===== config.mk =====
export PLATFORM = sky130hd
export DESIGN_NAME = rate_monotonic_tick_scheduler
export DESIGN_NICKNAME = d
export VERILOG_FILES = /design/src/rtl/rmts_pkg.sv /design/src/rtl/rmts_ram.sv /design/src/rtl/rmts_ctrl.sv /design/src/rtl/rate_monotonic_tick_scheduler.sv
export SDC_FILE = /design/constraint.sdc
export NUM_CORES = 2
export LEC_CHECK = 0
export BUFFER_PORTS_ARGS = -buffer_cell sky130_fd_sc_hd__buf_2
export CAP_MARGIN = 5
export CORE_MARGIN = 10
export CORE_UTILIZATION = 45
export DETAILED_ROUTE_END_ITERATION = 16
export HOLD_SLACK_MARGIN = 0.02
export PLACE_DENSITY_LB_ADDON = 0.15
export REMOVE_ABC_BUFFERS = 1
export SLEW_MARGIN = 10
export SYNTH_ARGS = -nofsm -noshare
export SYNTH_HDL_FRONTEND = slang
export SYNTH_HIERARCHICAL = 1
export SYNTH_SLANG_ARGS = --single-unit

===== constraint.sdc =====
create_clock -name clk -period 9.4 [get_ports clk]
set_input_delay 0.94 -clock clk [delete_from_list [all_inputs] [get_ports clk]]
set_output_delay 0.94 -clock clk [all_outputs]
set_load 0.005 [all_outputs]

===== src/rtl/rmts_pkg.sv =====
// Shared types and constants for the rate monotonic tick scheduler.
// No dependencies; imported by rmts_ctrl and the top level.
`default_nettype none

package rmts_pkg;

  localparam int MAX_TASKS_DEF = 16;

  localparam int EXEC_W   = 16;
  localparam int PERIOD_W = 16;
  localparam int WORK_W   = 16;
  localparam int TIME_W   = 32;
  localparam int SLOT_W   = 4;
  localparam int COUNT_W  = 5;
  // Wide enough to compare slot numbers and counts against table depths up to 127.
  localparam int WIDE_W   = 7;

  localparam int TASK_W = EXEC_W + PERIOD_W;
  localparam int DYN_W  = WORK_W + TIME_W;

  localparam logic OP_LOAD = 1'b0;
  localparam logic OP_TICK = 1'b1;

  typedef enum logic [1:0] {
    ST_IDLE,
    ST_SCAN,
    ST_FINISH
  } state_t;

endpackage

`default_nettype wire


===== src/rtl/rmts_ram.sv =====
// Single-port-write, single-port-read synchronous RAM with registered read data.
// Depends on nothing; instantiated for the task table and the schedule state.
`default_nettype none

module rmts_ram #(
  parameter int WIDTH = 32,
  parameter int DEPTH = 16,
  parameter int AW    = $clog2(DEPTH)
) (
  input  wire logic             clk,
  input  wire logic             we,
  input  wire logic [AW-1:0]    waddr,
  input  wire logic [WIDTH-1:0] wdata,
  input  wire logic [AW-1:0]    raddr,
  output logic      [WIDTH-1:0] rdata
);

  logic [WIDTH-1:0] mem [DEPTH];

  always_ff @(posedge clk) begin
    if (we) begin
      mem[waddr] <= wdata;
    end
  end

  always_ff @(posedge clk) begin
    rdata <= mem[raddr];
  end

endmodule

`default_nettype wire


===== src/rtl/rmts_ctrl.sv =====
// Scan sequencer and datapath: walks the task slots through both RAMs,
// releases tasks, picks the shortest-period ready task and writes state back.
// Depends on rmts_pkg.
`default_nettype none

module rmts_ctrl #(
  parameter int MAX_TASKS = rmts_pkg::MAX_TASKS_DEF,
  parameter int IW        = $clog2(MAX_TASKS),
  parameter int CW        = $clog2(MAX_TASKS + 1)
) (
  input  wire logic                        clk,
  input  wire logic                        rst,
  input  wire logic                        start,
  output logic                             busy,
  input  wire logic                        opcode,
  input  wire logic [rmts_pkg::SLOT_W-1:0]   slot,
  input  wire logic [rmts_pkg::EXEC_W-1:0]   exec_time,
  input  wire logic [rmts_pkg::PERIOD_W-1:0] period,
  input  wire logic                        cfg_we,
  input  wire logic [rmts_pkg::COUNT_W-1:0]  cfg_data,
  output logic                             done,
  output logic                             idle,
  output logic      [rmts_pkg::SLOT_W-1:0]   running_task,
  output logic      [rmts_pkg::TIME_W-1:0]   tick_number,
  output logic      [IW-1:0]               rd_addr,
  output logic                             task_we,
  output logic      [IW-1:0]               task_waddr,
  output logic      [rmts_pkg::TASK_W-1:0]   task_wdata,
  input  wire logic [rmts_pkg::TASK_W-1:0]   task_rdata,
  output logic                             dyn_we,
  output logic      [IW-1:0]               dyn_waddr,
  output logic      [rmts_pkg::DYN_W-1:0]    dyn_wdata,
  input  wire logic [rmts_pkg::DYN_W-1:0]    dyn_rdata
);

  import rmts_pkg::*;

  state_t state, state_next;

  logic [CW-1:0]       scan_idx;
  logic [CW-1:0]       n_lim;
  logic                pipe_vld;
  logic [IW-1:0]       pipe_idx;
  logic [MAX_TASKS-1:0] dyn_valid;
  logic                found;
  logic [IW-1:0]       best;
  logic [PERIOD_W-1:0] best_period;
  logic [WORK_W-1:0]   best_work;
  logic [TIME_W-1:0]   best_rel;
  logic [TIME_W-1:0]   tick_counter;
  logic [COUNT_W-1:0]  task_count;

  logic                accept;
  logic                issue;
  logic [WIDE_W-1:0]   slot_wide;
  logic                slot_in_range;
  logic [WIDE_W-1:0]   count_wide;
  logic [CW-1:0]       n_next;

  logic [WORK_W-1:0]   cur_work;
  logic [TIME_W-1:0]   cur_rel;
  logic [EXEC_W-1:0]   cur_exec;
  logic [PERIOD_W-1:0] cur_period;
  logic                released;
  logic [WORK_W:0]     work_sum;
  logic [WORK_W-1:0]   work_new;
  logic [TIME_W-1:0]   rel_new;
  logic                better;

  assign accept = start && (state == ST_IDLE);
  assign busy   = (state != ST_IDLE);
  assign issue  = (state == ST_SCAN) && (scan_idx < n_lim);

  assign slot_wide     = WIDE_W'(slot);
  assign slot_in_range = slot_wide < WIDE_W'(MAX_TASKS);
  assign count_wide    = WIDE_W'(task_count);
  assign n_next = (count_wide > WIDE_W'(MAX_TASKS)) ? CW'(MAX_TASKS) : CW'(task_count);

  // Entries not written since the last load read as zero.
  assign cur_work   = dyn_valid[pipe_idx] ? dyn_rdata[DYN_W-1 -: WORK_W] : '0;
  assign cur_rel    = dyn_valid[pipe_idx] ? dyn_rdata[TIME_W-1:0] : '0;
  assign cur_exec   = task_rdata[TASK_W-1 -: EXEC_W];
  assign cur_period = task_rdata[PERIOD_W-1:0];

  always_comb begin
    released = (cur_rel == tick_counter);
    work_sum = {1'b0, cur_work} + {1'b0, cur_exec};
    if (released) begin
      work_new = work_sum[WORK_W] ? '1 : work_sum[WORK_W-1:0];
      rel_new  = cur_rel + TIME_W'(cur_period);
    end else begin
      work_new = cur_work;
      rel_new  = cur_rel;
    end
    // Strict compare keeps the lowest slot on equal periods.
    better = (work_new != '0) && (!found || (cur_period < best_period));
  end

  always_comb begin
    state_next = state;
    case (state)
      ST_IDLE: begin
        if (accept && (opcode == OP_TICK)) begin
          state_next = ST_SCAN;
        end
      end
      ST_SCAN: begin
        if (!issue && !pipe_vld) begin
          state_next = ST_FINISH;
        end
      end
      ST_FINISH: begin
        state_next = ST_IDLE;
      end
      default: begin
        state_next = ST_IDLE;
      end
    endcase
  end

  always_comb begin
    rd_addr    = scan_idx[IW-1:0];
    task_we    = accept && (opcode == OP_LOAD) && slot_in_range;
    task_waddr = slot_wide[IW-1:0];
    task_wdata = {exec_time, period};
    dyn_we     = 1'b0;
    dyn_waddr  = pipe_idx;
    dyn_wdata  = {work_new, rel_new};
    case (state)
      ST_SCAN: begin
        dyn_we = pipe_vld;
      end
      ST_FINISH: begin
        // The winner runs one tick; its release time is already up to date.
        dyn_we    = found;
        dyn_waddr = best;
        dyn_wdata = {best_work - WORK_W'(1), best_rel};
      end
      default: begin
        dyn_we = 1'b0;
      end
    endcase
  end

  always_ff @(posedge clk) begin
    if (rst) begin
      state        <= ST_IDLE;
      scan_idx     <= '0;
      n_lim        <= '0;
      pipe_vld     <= 1'b0;
      found        <= 1'b0;
      dyn_valid    <= '0;
      tick_counter <= '0;
      task_count   <= COUNT_W'(1);
      done         <= 1'b0;
    end else begin
      state    <= state_next;
      pipe_vld <= issue;
      done     <= (state == ST_FINISH);
      if (cfg_we) begin
        task_count <= cfg_data;
      end
      if (accept) begin
        scan_idx <= '0;
        n_lim    <= n_next;
        found    <= 1'b0;
      end else if (issue) begin
        scan_idx <= scan_idx + CW'(1);
      end
      if (state == ST_SCAN && pipe_vld && better) begin
        found <= 1'b1;
      end
      if (accept && (opcode == OP_LOAD)) begin
        dyn_valid    <= '0;
        tick_counter <= '0;
      end else begin
        if (dyn_we) begin
          dyn_valid[dyn_waddr] <= 1'b1;
        end
        if (state == ST_FINISH) begin
          tick_counter <= tick_counter + TIME_W'(1);
        end
      end
    end
  end

  always_ff @(posedge clk) begin
    pipe_idx <= scan_idx[IW-1:0];
    if (state == ST_SCAN && pipe_vld && better) begin
      best        <= pipe_idx;
      best_period <= cur_period;
      best_work   <= work_new;
      best_rel    <= rel_new;
    end
    if (state == ST_FINISH) begin
      idle         <= !found;
      running_task <= found ? SLOT_W'(best) : '0;
      tick_number  <= tick_counter;
    end
  end

endmodule

`default_nettype wire


===== src/rtl/rate_monotonic_tick_scheduler.sv =====
// Rate monotonic tick scheduler: a tick beat scans n = min(task_count, MAX_TASKS)
// slots and ends with the done strobe; busy stays high while the scan runs and falls
// as done rises. The scan reads one slot a cycle from the task and schedule RAMs.
// A load beat gives no result. The receiver cannot stall.
// Synchronous reset: task_count = 1, tick counter and schedule state cleared.
`default_nettype none

module rate_monotonic_tick_scheduler #(
  parameter int MAX_TASKS = rmts_pkg::MAX_TASKS_DEF
) (
  input  wire logic                          clk,
  input  wire logic                          rst,
  input  wire logic                          start,
  output logic                               busy,
  input  wire logic                          opcode,
  input  wire logic [rmts_pkg::SLOT_W-1:0]   slot,
  input  wire logic [rmts_pkg::EXEC_W-1:0]   exec_time,
  input  wire logic [rmts_pkg::PERIOD_W-1:0] period,
  input  wire logic                          cfg_we,
  input  wire logic [rmts_pkg::COUNT_W-1:0]  cfg_data,
  output logic                               done,
  output logic                               idle,
  output logic      [rmts_pkg::SLOT_W-1:0]   running_task,
  output logic      [rmts_pkg::TIME_W-1:0]   tick_number
);

  import rmts_pkg::*;

  localparam int IW = $clog2(MAX_TASKS);

  logic [IW-1:0]     rd_addr;
  logic              task_we;
  logic [IW-1:0]     task_waddr;
  logic [TASK_W-1:0] task_wdata;
  logic [TASK_W-1:0] task_rdata;
  logic              dyn_we;
  logic [IW-1:0]     dyn_waddr;
  logic [DYN_W-1:0]  dyn_wdata;
  logic [DYN_W-1:0]  dyn_rdata;

  // Execution time and period per slot.
  rmts_ram #(
    .WIDTH (TASK_W),
    .DEPTH (MAX_TASKS)
  ) u_task_ram (
    .clk   (clk),
    .we    (task_we),
    .waddr (task_waddr),
    .wdata (task_wdata),
    .raddr (rd_addr),
    .rdata (task_rdata)
  );

  // Remaining work and next release time per slot.
  rmts_ram #(
    .WIDTH (DYN_W),
    .DEPTH (MAX_TASKS)
  ) u_dyn_ram (
    .clk   (clk),
    .we    (dyn_we),
    .waddr (dyn_waddr),
    .wdata (dyn_wdata),
    .raddr (rd_addr),
    .rdata (dyn_rdata)
  );

  rmts_ctrl #(
    .MAX_TASKS (MAX_TASKS)
  ) u_ctrl (
    .clk          (clk),
    .rst          (rst),
    .start        (start),
    .busy         (busy),
    .opcode       (opcode),
    .slot         (slot),
    .exec_time    (exec_time),
    .period       (period),
    .cfg_we       (cfg_we),
    .cfg_data     (cfg_data),
    .done         (done),
    .idle         (idle),
    .running_task (running_task),
    .tick_number  (tick_number),
    .rd_addr      (rd_addr),
    .task_we      (task_we),
    .task_waddr   (task_waddr),
    .task_wdata   (task_wdata),
    .task_rdata   (task_rdata),
    .dyn_we       (dyn_we),
    .dyn_waddr    (dyn_waddr),
    .dyn_wdata    (dyn_wdata),
    .dyn_rdata    (dyn_rdata)
  );

endmodule

`default_nettype wire

==> out/qor.txt <==
Outcome: complete, no violations
Mux cell area share after synthesis: 12.9%
Final Critical Period: 6.83 ns
CTS tree: done
Setup Viol. Count Final: 0
R2R setup slack: 2.57 ns
Crit Reg-Reg Startpoint: u_ctrl/pipe_idx[0]
Post-Syn Area: 60900 sq um
IO Pins: 85
Synth Area in Compound Gates: 4.31%
Filler cell count: 10600
Vias/cell: 5.86
# nets final: 3529
Post-Synth Adder-Cell Area: 1.26%
Worst setup path class: register to register
Largest net degree at the start of global routing: 109
Post-synth EDFFs: 1385
Main combinational cell family by area after synthesis: multiplexers
Hold Path Sink: u_ctrl/task_count[0]
Yosys reg bits: 1537
Cells after synthesis: 3305
CP max stage delay: 0.61 ns
NetSw: 0.00400 W
Ys async rst share: 0%
Initial Utilization: 45.4%
Setup crit start kind: register
Die W: 388 um
Peak supply drop: 0.195 mV
Core Region: 134000 sq um
Final ANT Viol Nets: 0
Max Freq: 146 MHz
Final Hold Viols: 0
Multi-input logic area: 15300 sq um
DRC: 0
Logic pwr share: 11.8%
Post-CTS Setup Inserts: 0
Num CTS Buffers: 158
Clock transition at path regs: 0.06 ns
PortBufs: 84
Vias post-DR: 31200
Slew Viols, Final: 0
CTS Sinks: 1537
Tot GR Track Use: 19.6%
Drt initial violations: 2567
Final cell count without fillers: 5326
Arr. time, crit path: 7.24 ns
Die Footprint: 150000 sq um
Vias in the first global route: 32700
Synth Area in XOR/XNOR: 1.40%
CP Cell Sequence: mux4_2 > mux2_2 > a32o_2 > nand2_1 > inv_1 > ha_1 > fa_1 > a211oi_1 > o21bai_1 > a21oi_1 > o21ai_0 > a21o_1 > a221oi_1 > nand4_1 > nor3_1 > nor2_4 > buf_4
P_leak: 21.8 nW
Detailed Route WL: 149000 um
Max_cap viols: 0
Main synth FF type: edfxtp_1
Synth Warn #: 6
Row count: 134
CTS Buffer Depth: 3
First-pass GRT wire length: 219000 um
Worst Hold Depth: 2
HPWL after detailed placement: 83600 um
Clock Root Buffer: clkbuf_16
DR WL/cell: 27.9 um
Clock Skews: 0.0295 ns
Initial antenna violation count: 15
CTS resizes: 0
Hold Path Class: input port to register
RSZ-0062 raised after global routing: false
Area Overhead vs Synth: 12.5%
Total power: 0.0164 W
Bufs and invs on worst path: 2
Hold-fix buffers, CTS: 0
Critical-path top delay cell: nor3_1
Crit Reg-Reg Endpoint: u_ctrl/best_rel[23]
Post-synthesis sequential area ratio: 73.3%
Reg area: 44600 sq um
Clk network pwr share: 37.0%
Gr ovfl total: 0
Worst reg-to-reg path cell count: 17
Synth Area in Simple Gates: 4.72%
Int Pwr: 0.0124 W
Slew headroom: 23.1%
Number of distinct library cells after synthesis: 62
Avg Inst Size Synth: 18.4 sq um
CP delay by family, top: compound AO/OA/AOI/OAI gates
Hold WS: 0.386 ns
Sw Ratio: 24.4%
Sequential share of power: 51.2%
Slew at the pin with the worst max-slew slack: 1.15 ns
Later-pin clock latency in the skew report: 0.78 ns
CP endpoint kind: register
CP Depth: 17
Share of cells above drive strength 1: 22.8%
TritonRoute pass-1 iters: 6
H-tree levels: 4
Period Utilization, post-route: 72.6%
Placed cells: 5030
Hold_sp: cfg_data[0]
Critical path peak fanout: 52
Die height: 388 um
PD cells: 240 nW/um^2
GPL Wtd Cong: 0.837
Crit path required time: 9.81 ns
[metal layers]
layer  wire length, um  global-route usage [%]
met1             61400                    25.4
met2             75400                    33.6
met3              8080                    3.47
met4              3700                    5.93
met5                87                       0
[sequential cells by signal (all words and copies together) (netlist names), 32 cells and up]
name	flops
u_dyn_ram/mem	768
u_dyn_ram/rdata	48
u_task_ram/mem	512
u_ctrl/tick_counter	32
u_ctrl/tick_number	32
u_ctrl/best_rel	32
u_task_ram/rdata	32
[cells in the mapped netlist (35+ instances only)]
master    instances  share of area [%]
a21oi_1          62               0.51
mux4_2          322                 12
nand3_1          47               0.39
edfxtp_1       1385                 68
xnor2_1          55               0.79
and2_1           35               0.36
ha_1             58                1.2
a22oi_1         162                2.0
buf_4            69               0.85
xor2_1           42               0.60
nand3b_1         36               0.44
o21ai_0          61               0.50
inv_1            49               0.30
dfxtp_1         152                5.0
nor2_1          181                1.1
clkbuf_1         89               0.55
mux2_2           37               0.68
nand2_1         171                1.1
[power groups by stage]
stage | clock network [W] | registers [W] | logic (W)
6_report | 0.00607 | 0.00841 | 0.00193
5_1_grt | 0.00650 | 0.00842 | 0.00215
4_1_cts | 0.00621 | 0.00842 | 0.00195
3_5_place_dp | 0 | 0.00856 | 0.00195
3_3_place_gp | 0 | 0.00855 | 0.00185
2_1_floorplan | 0 | 0.00859 | 0.00141
[area by class of cell]
class                           count  share of cell area (%)
Clock inverter                     72                   0.985
Inverter                           49                   0.269
Tap cell                         1768                    3.23
Timing Repair Buffer              160                    1.48
Clock buffer                      220                    6.44
Antenna cell                        3                  0.0110
Multi-Input combinational cell   1517                    22.3
Sequential cell                  1537                    65.2
[cells in the final DEF (no fill, tap or decap), types with 25 or more instances in the layout]
master        n
nand3_1      47
mux2_2       37
a22oi_1     162
clkbuf_16   161
nor2_4       27
and2_1       34
xor2_1       42
ha_1         57
clkbuf_1     43
nand2_1     171
buf_4        74
nand3b_1     36
xnor2_1      55
o21ai_0      59
dfxtp_1     150
buf_2        84
nor2_1      154
inv_1        49
mux4_2      322
clkinv_2     25
a21oi_1      61
edfxtp_1   1385
[worst max path at each step]
stage,from,end,slack (ns)
floorplan,u_ctrl/scan_idx[0],u_dyn_ram/rdata[0],-4.91
global placement,u_ctrl/pipe_idx[3],u_ctrl/best_rel[28],2.24
detailed placement,u_ctrl/pipe_idx[3],u_ctrl/best_rel[28],2.29
CTS,u_ctrl/pipe_idx[3],u_ctrl/best_rel[23],2.27
global route,u_ctrl/pipe_idx[3],u_ctrl/best_rel[23],2.22
finish,u_ctrl/pipe_idx[0],u_ctrl/best_rel[23],2.57
[logic make-up after synthesis]
group	count (synthesis)
DFF	1537
adders and majority gates	60
buffers and inverters	251
xor gates and xnor gates	97
muxes	380
and+or+nand+nor	596
AOI/OAI and AO/OA	384
[per-stage QoR]
stage	cell area [sq um]	util (%)	setup TNS, ns	setup WS, ns
finish	68400	51.1	0	2.57
global route	68400	51.1	0	2.22
CTS	68400	51.1	0	2.27
detailed placement	63300	47.3	0	2.29
global placement	63300	47.3	0	2.24
floorplan	59800	-	-433.80	-4.91
No activity file was read; power rests on OpenSTA's default activity.
